===== config.mk =====
export PLATFORM = sky130hd
export DESIGN_NAME = rcdi_ctrl
export DESIGN_NICKNAME = d
export VERILOG_FILES = /design/src/rtl/rcdi_pkg.sv /design/src/rtl/rcdi_ctrl.sv
export SDC_FILE = /design/constraint.sdc
export NUM_CORES = 1
export LEC_CHECK = 0
export BUFFER_PORTS_ARGS = -buffer_cell sky130_fd_sc_hd__buf_2
export CAP_MARGIN = 15
export CORE_AREA = 2 2 39 41
export DETAILED_ROUTE_END_ITERATION = 6
export DIE_AREA = 0 0 41 43
export GPL_TIMING_DRIVEN = 0
export PLACE_DENSITY = 0.65
export REMOVE_ABC_BUFFERS = 1
export SYNTH_ARGS = -nofsm -noshare
export SYNTH_HDL_FRONTEND = slang
export SYNTH_SLANG_ARGS = --single-unit

===== constraint.sdc =====
create_clock -name clk -period 1.85 [get_ports clk]
set_input_delay 0.2775 -clock clk [delete_from_list [all_inputs] [get_ports clk]]
set_output_delay 0.2775 -clock clk [all_outputs]
set_load 0.005 [all_outputs]

===== src/rtl/rcdi_pkg.sv =====
`timescale 1ns / 1ps
// ----------------------------------------------------------------------------
// Intern table package
// Request and result types, request and status codes, and the command and
// status groups that pass between the controller and the datapath.
// ----------------------------------------------------------------------------
package rcdi_pkg;

  localparam int NUM_KINDS = 3;

  localparam logic [1:0] REQ_ADD  = 2'd0;
  localparam logic [1:0] REQ_GET  = 2'd1;
  localparam logic [1:0] REQ_LOAD = 2'd2;

  localparam logic [1:0] KIND_PEN    = 2'd0;
  localparam logic [1:0] KIND_BRUSH  = 2'd1;
  localparam logic [1:0] KIND_SYMBOL = 2'd2;

  localparam logic [1:0] ST_FOUND   = 2'd0;
  localparam logic [1:0] ST_NEW     = 2'd1;
  localparam logic [1:0] ST_INVALID = 2'd2;
  localparam logic [1:0] ST_FULL    = 2'd3;

  localparam logic [31:0] COUNT_MAX = 32'hFFFF_FFFF;

  typedef struct packed {
    logic [1:0]  req_type;
    logic [1:0]  kind;
    logic [63:0] key;
    logic [31:0] load_count;
    logic [6:0]  index;
  } in_item_t;

  typedef struct packed {
    logic [1:0]  status;
    logic [6:0]  entry_index;
    logic [63:0] entry_key;
    logic [31:0] entry_count;
    logic [6:0]  table_fill;
  } out_item_t;

  typedef struct packed {
    logic latch;
    logic rd_scan;
    logic scan_first;
    logic rd_get;
    logic op_append;
    logic op_hit;
    logic op_get;
    logic op_inval;
  } dp_cmd_t;

  typedef struct packed {
    logic [1:0] req_type;
    logic       kind_ok;
    logic       get_ok;
    logic       tbl_empty;
    logic       at_end;
    logic       hit;
  } dp_sts_t;

endpackage


===== src/rtl/rcdi_ctrl.sv =====
`timescale 1ns / 1ps
// ----------------------------------------------------------------------------
// Intern table controller
// Sequences one request at a time through decode, table scan, lookup and
// update, and owns the result valid flag.
// ----------------------------------------------------------------------------
module rcdi_ctrl (
  input  logic              clk,
  input  logic              rst_n,
  input  logic              in_valid,
  output logic              in_ready,
  output logic              out_valid,
  input  logic              out_ready,
  input  rcdi_pkg::dp_sts_t sts,
  output rcdi_pkg::dp_cmd_t cmd
);

  typedef enum logic [2:0] {
    S_IDLE,
    S_DECODE,
    S_SCAN,
    S_APPEND,
    S_HIT,
    S_GET,
    S_INVAL
  } state_t;

  state_t state_r, state_nxt;
  logic   out_valid_r, out_valid_nxt;
  logic   out_free;
  logic   op_any;

  assign out_free = !out_valid_r || out_ready;

  always_comb begin
    state_nxt = state_r;
    cmd       = '0;
    in_ready  = 1'b0;
    case (state_r)
      S_IDLE: begin
        in_ready = 1'b1;
        if (in_valid) begin
          cmd.latch = 1'b1;
          state_nxt = S_DECODE;
        end
      end
      S_DECODE: begin
        if (!sts.kind_ok) begin
          state_nxt = S_INVAL;
        end else begin
          case (sts.req_type)
            rcdi_pkg::REQ_ADD: begin
              if (sts.tbl_empty) begin
                state_nxt = S_APPEND;
              end else begin
                cmd.rd_scan    = 1'b1;
                cmd.scan_first = 1'b1;
                state_nxt      = S_SCAN;
              end
            end
            rcdi_pkg::REQ_GET: begin
              if (sts.get_ok) begin
                cmd.rd_get = 1'b1;
                state_nxt  = S_GET;
              end else begin
                state_nxt = S_INVAL;
              end
            end
            rcdi_pkg::REQ_LOAD: begin
              state_nxt = S_APPEND;
            end
            default: begin
              state_nxt = S_INVAL;
            end
          endcase
        end
      end
      S_SCAN: begin
        if (sts.hit) begin
          state_nxt = S_HIT;
        end else if (!sts.at_end) begin
          cmd.rd_scan = 1'b1;
        end else begin
          state_nxt = S_APPEND;
        end
      end
      S_APPEND: begin
        if (out_free) begin
          cmd.op_append = 1'b1;
          state_nxt     = S_IDLE;
        end
      end
      S_HIT: begin
        if (out_free) begin
          cmd.op_hit = 1'b1;
          state_nxt  = S_IDLE;
        end
      end
      S_GET: begin
        if (out_free) begin
          cmd.op_get = 1'b1;
          state_nxt  = S_IDLE;
        end
      end
      S_INVAL: begin
        if (out_free) begin
          cmd.op_inval = 1'b1;
          state_nxt    = S_IDLE;
        end
      end
      default: begin
        state_nxt = S_IDLE;
      end
    endcase
  end

  assign op_any        = cmd.op_append || cmd.op_hit || cmd.op_get || cmd.op_inval;
  assign out_valid_nxt = op_any ? 1'b1 : (out_ready ? 1'b0 : out_valid_r);

  always_ff @(posedge clk) begin
    if (!rst_n) begin
      state_r     <= S_IDLE;
      out_valid_r <= 1'b0;
    end else begin
      state_r     <= state_nxt;
      out_valid_r <= out_valid_nxt;
    end
  end

  assign out_valid = out_valid_r;

  a_one_op: assert property (@(posedge clk) disable iff (!rst_n)
    $onehot0({cmd.op_append, cmd.op_hit, cmd.op_get, cmd.op_inval}))
    else $error("More than one result operation in a cycle.");

  a_op_free: assert property (@(posedge clk) disable iff (!rst_n)
    op_any |-> (!out_valid_r || out_ready))
    else $error("Result written over an undelivered result.");

  a_op_valid: assert property (@(posedge clk) disable iff (!rst_n)
    op_any |=> out_valid_r)
    else $error("Result produced without raising out_valid.");

  a_scan_hit: assert property (@(posedge clk) disable iff (!rst_n)
    (state_r == S_SCAN && sts.hit) |=> (state_r == S_HIT))
    else $error("Scan match did not move to the hit state.");

endmodule


==> metrics.txt <==
status=complete, no violations; IO Port Bufs=20; CTS root buf=clkbuf_4; wire length of the first global-routing pass=1255 µm; Synth Area per Inst=7.403 µm²; period utilization=0.9648; VDD IR-drop max=0.0004778 V; Ys Warns=0; Worst-Skew Late Latency=0.23 ns; Crit-path slowest cell=or4_4; total of max-cap violations=0; overall routing resource usage=0.1044; Max clock buf depth=2; area of the core=0.001384 mm²; Fmax=560.3 MHz; vias in the first global route=332; Initial Utilization=0.2568; WP data required=1.57 ns; # clock sinks=4; CTS Buf Count=3; clock skew=0.006123 ns; Residual DRC=0; worst hold path type=input pin to register; global route overflow=0; Worst Path Buf+Inv=1; Slew Viols, Final=0; most area-consuming cells after synthesis=dfxtp_1 23%, nand2_1 5.3%, buf_2 4.2%; total placed cells including tap cells=81; total wire length=986 µm; WHS=0.3108 ns; Layout area overhead=54.58%; Hold Vio Cnt, Final=0; Least-Margin Pin Slew=0.3001 ns; Seq/Total Area, Yosys=0.2254; diodes inserted=0; Top Ports=21; CP Launch Point=state_r[2]; post-DR vias/cell=4.989; Worst Path Arrival=1.51 ns; CP startpoint kind=register; Period minus WS final=1.785 ns; TritonCTS clock tree=done; pin count of the biggest net entering global routing=15; Non-Filler Instances=90; drt wl/cell=10.96 µm; CP Max Fanout=10; H-Tree Depth=1; max_slew headroom=0.7974; Final setup viols=0; power density of the placed cells=1254 mW/mm²; Setup CP Type=register to primary output; Fill cells=150; Power Total=688.8 µW; Iter 0 DRT Violations=5; Synth area leader=dfxtp_1; Yosys cell types=31; Post-Syn Instances=48; die span in x=41 µm; synthesized area=355.3 µm²; Core Util, Final=0.3969; share of layout cells above drive strength 1=0.4730; fin nets=87; worst r2r src=state_r[1]; GPL Wtd Cong=0.7298; worst stage delay on the critical path=0.54 ns; Cell Rows=14; CP top delay family=simple AND/OR/NAND/NOR gates; drt first pass iters=4; cts hold-fix bufs=0; Die Ht=43 µm; Final ANT Viol Nets=0; via count=449; CP Capture Type=primary output; RSZ-0062 raised after global routing=true; Static Leak=0.2593 nW; top cell type's share of synthesized area=0.2254; HP Start=rst_n; Seq cells post-synth=4; HPWL Detailed=678.4 µm; clock slew at reported path FFs=0.03 ns; initial antenna violation count=0; Die ar.=0.001763 mm²; CP Cell Sequence=or4_4 -> nor3_4 -> o21bai_1 -> buf_2
path summary, 6_finish.rpt:
kind | slack [ns] | depth (start not counted) | endpoint
worst max register to register | 0.31 | 5 | state_r[0]
worst min-delay path | 0.31 | 2 | out_valid
worst max-delay path | 0.07 | 4 | cmd[6]
worst min register to register | 0.62 | 2 | state_r[2]
kinds of logic after synthesis:
logic type,count (synthesis),share of synthesized area
AND/OR/NAND/NOR,24,0.3909
flip-flops,4,0.2254
buffers and inverters,5,0.06338
AO/OA/AOI/OAI,14,0.2958
XOR/XNOR,1,0.02465
metal layers:
metal  up-vias  share of wire  global-route usage
li1        230              -                   -
met5         -              0                   0
met2        17           0.45              0.1406
met1       202           0.48              0.1415
met3         0          0.072             0.06283
met4         0              0             0.02000
flip-flops by register name (all words and copies together) (netlist names):
name,cells
state_r,3
out_valid,1
per-stage QoR:
step                TNS (ns)  setup WS [ns]  instance area (µm²)
finish                     0        0.06517                549.3
global route        -0.01406       -0.01406                549.3
CTS                        0      0.0007093                489.2
detailed placement         0         0.1377                460.4
global placement           0         0.1464                460.4
floorplan                  0         0.3176                340.3
cells in the mapped netlist (all sizes together):
library cell / number
or4b: 1
a41o: 1
nand3: 1
nand3b: 1
o211ai: 1
a31o: 2
dfxtp: 4
a21oi: 2
a32o: 1
o22ai: 1
or3: 1
o21a: 1
and2: 1
nand2: 5
buf: 3
nand2b: 2
o21bai: 1
inv: 2
or4: 1
a21boi: 1
nor2: 3
o21ai: 1
nor2b: 2
a21o: 1
nand4b: 1
o311ai: 1
nor3b: 1
nor3: 4
xnor2: 1
repair_timing:
action	in CTS	in global routing
resized for setup	4	4
setup endpoints to repair	2	1
buffers inserted	0	6
placed cells by master, fill, tap and decap left out, types with 2 or more instances in the layout:
| cell type | count |
|---|---|
| nor2_1 | 3 |
| nand2b_1 | 2 |
| nor3_1 | 3 |
| buf_4 | 6 |
| dfxtp_4 | 3 |
| clkbuf_4 | 3 |
| a21oi_1 | 2 |
| nand2_1 | 5 |
| inv_1 | 2 |
| buf_2 | 20 |
| nor2b_1 | 2 |
cell type report:
cell class,instances,area (µm²),area share
Inverter,2,7.507,0.01367
Clock buffer,3,22.52,0.04100
Tap cell,16,20.02,0.03645
Timing Repair Buffer,26,145.1,0.2642
Multi-Input combinational cell,39,262.8,0.4784
Sequential cell,4,91.34,0.1663
report_power, final:
part | internal, mW | switching (mW) | total, mW
sequential | 0.135 | 0.0492 | 0.184
combinational | 0.227 | 0.172 | 0.398
clock | 0.0724 | 0.0339 | 0.106
Note: power is estimated with default switching activity, not from simulation.
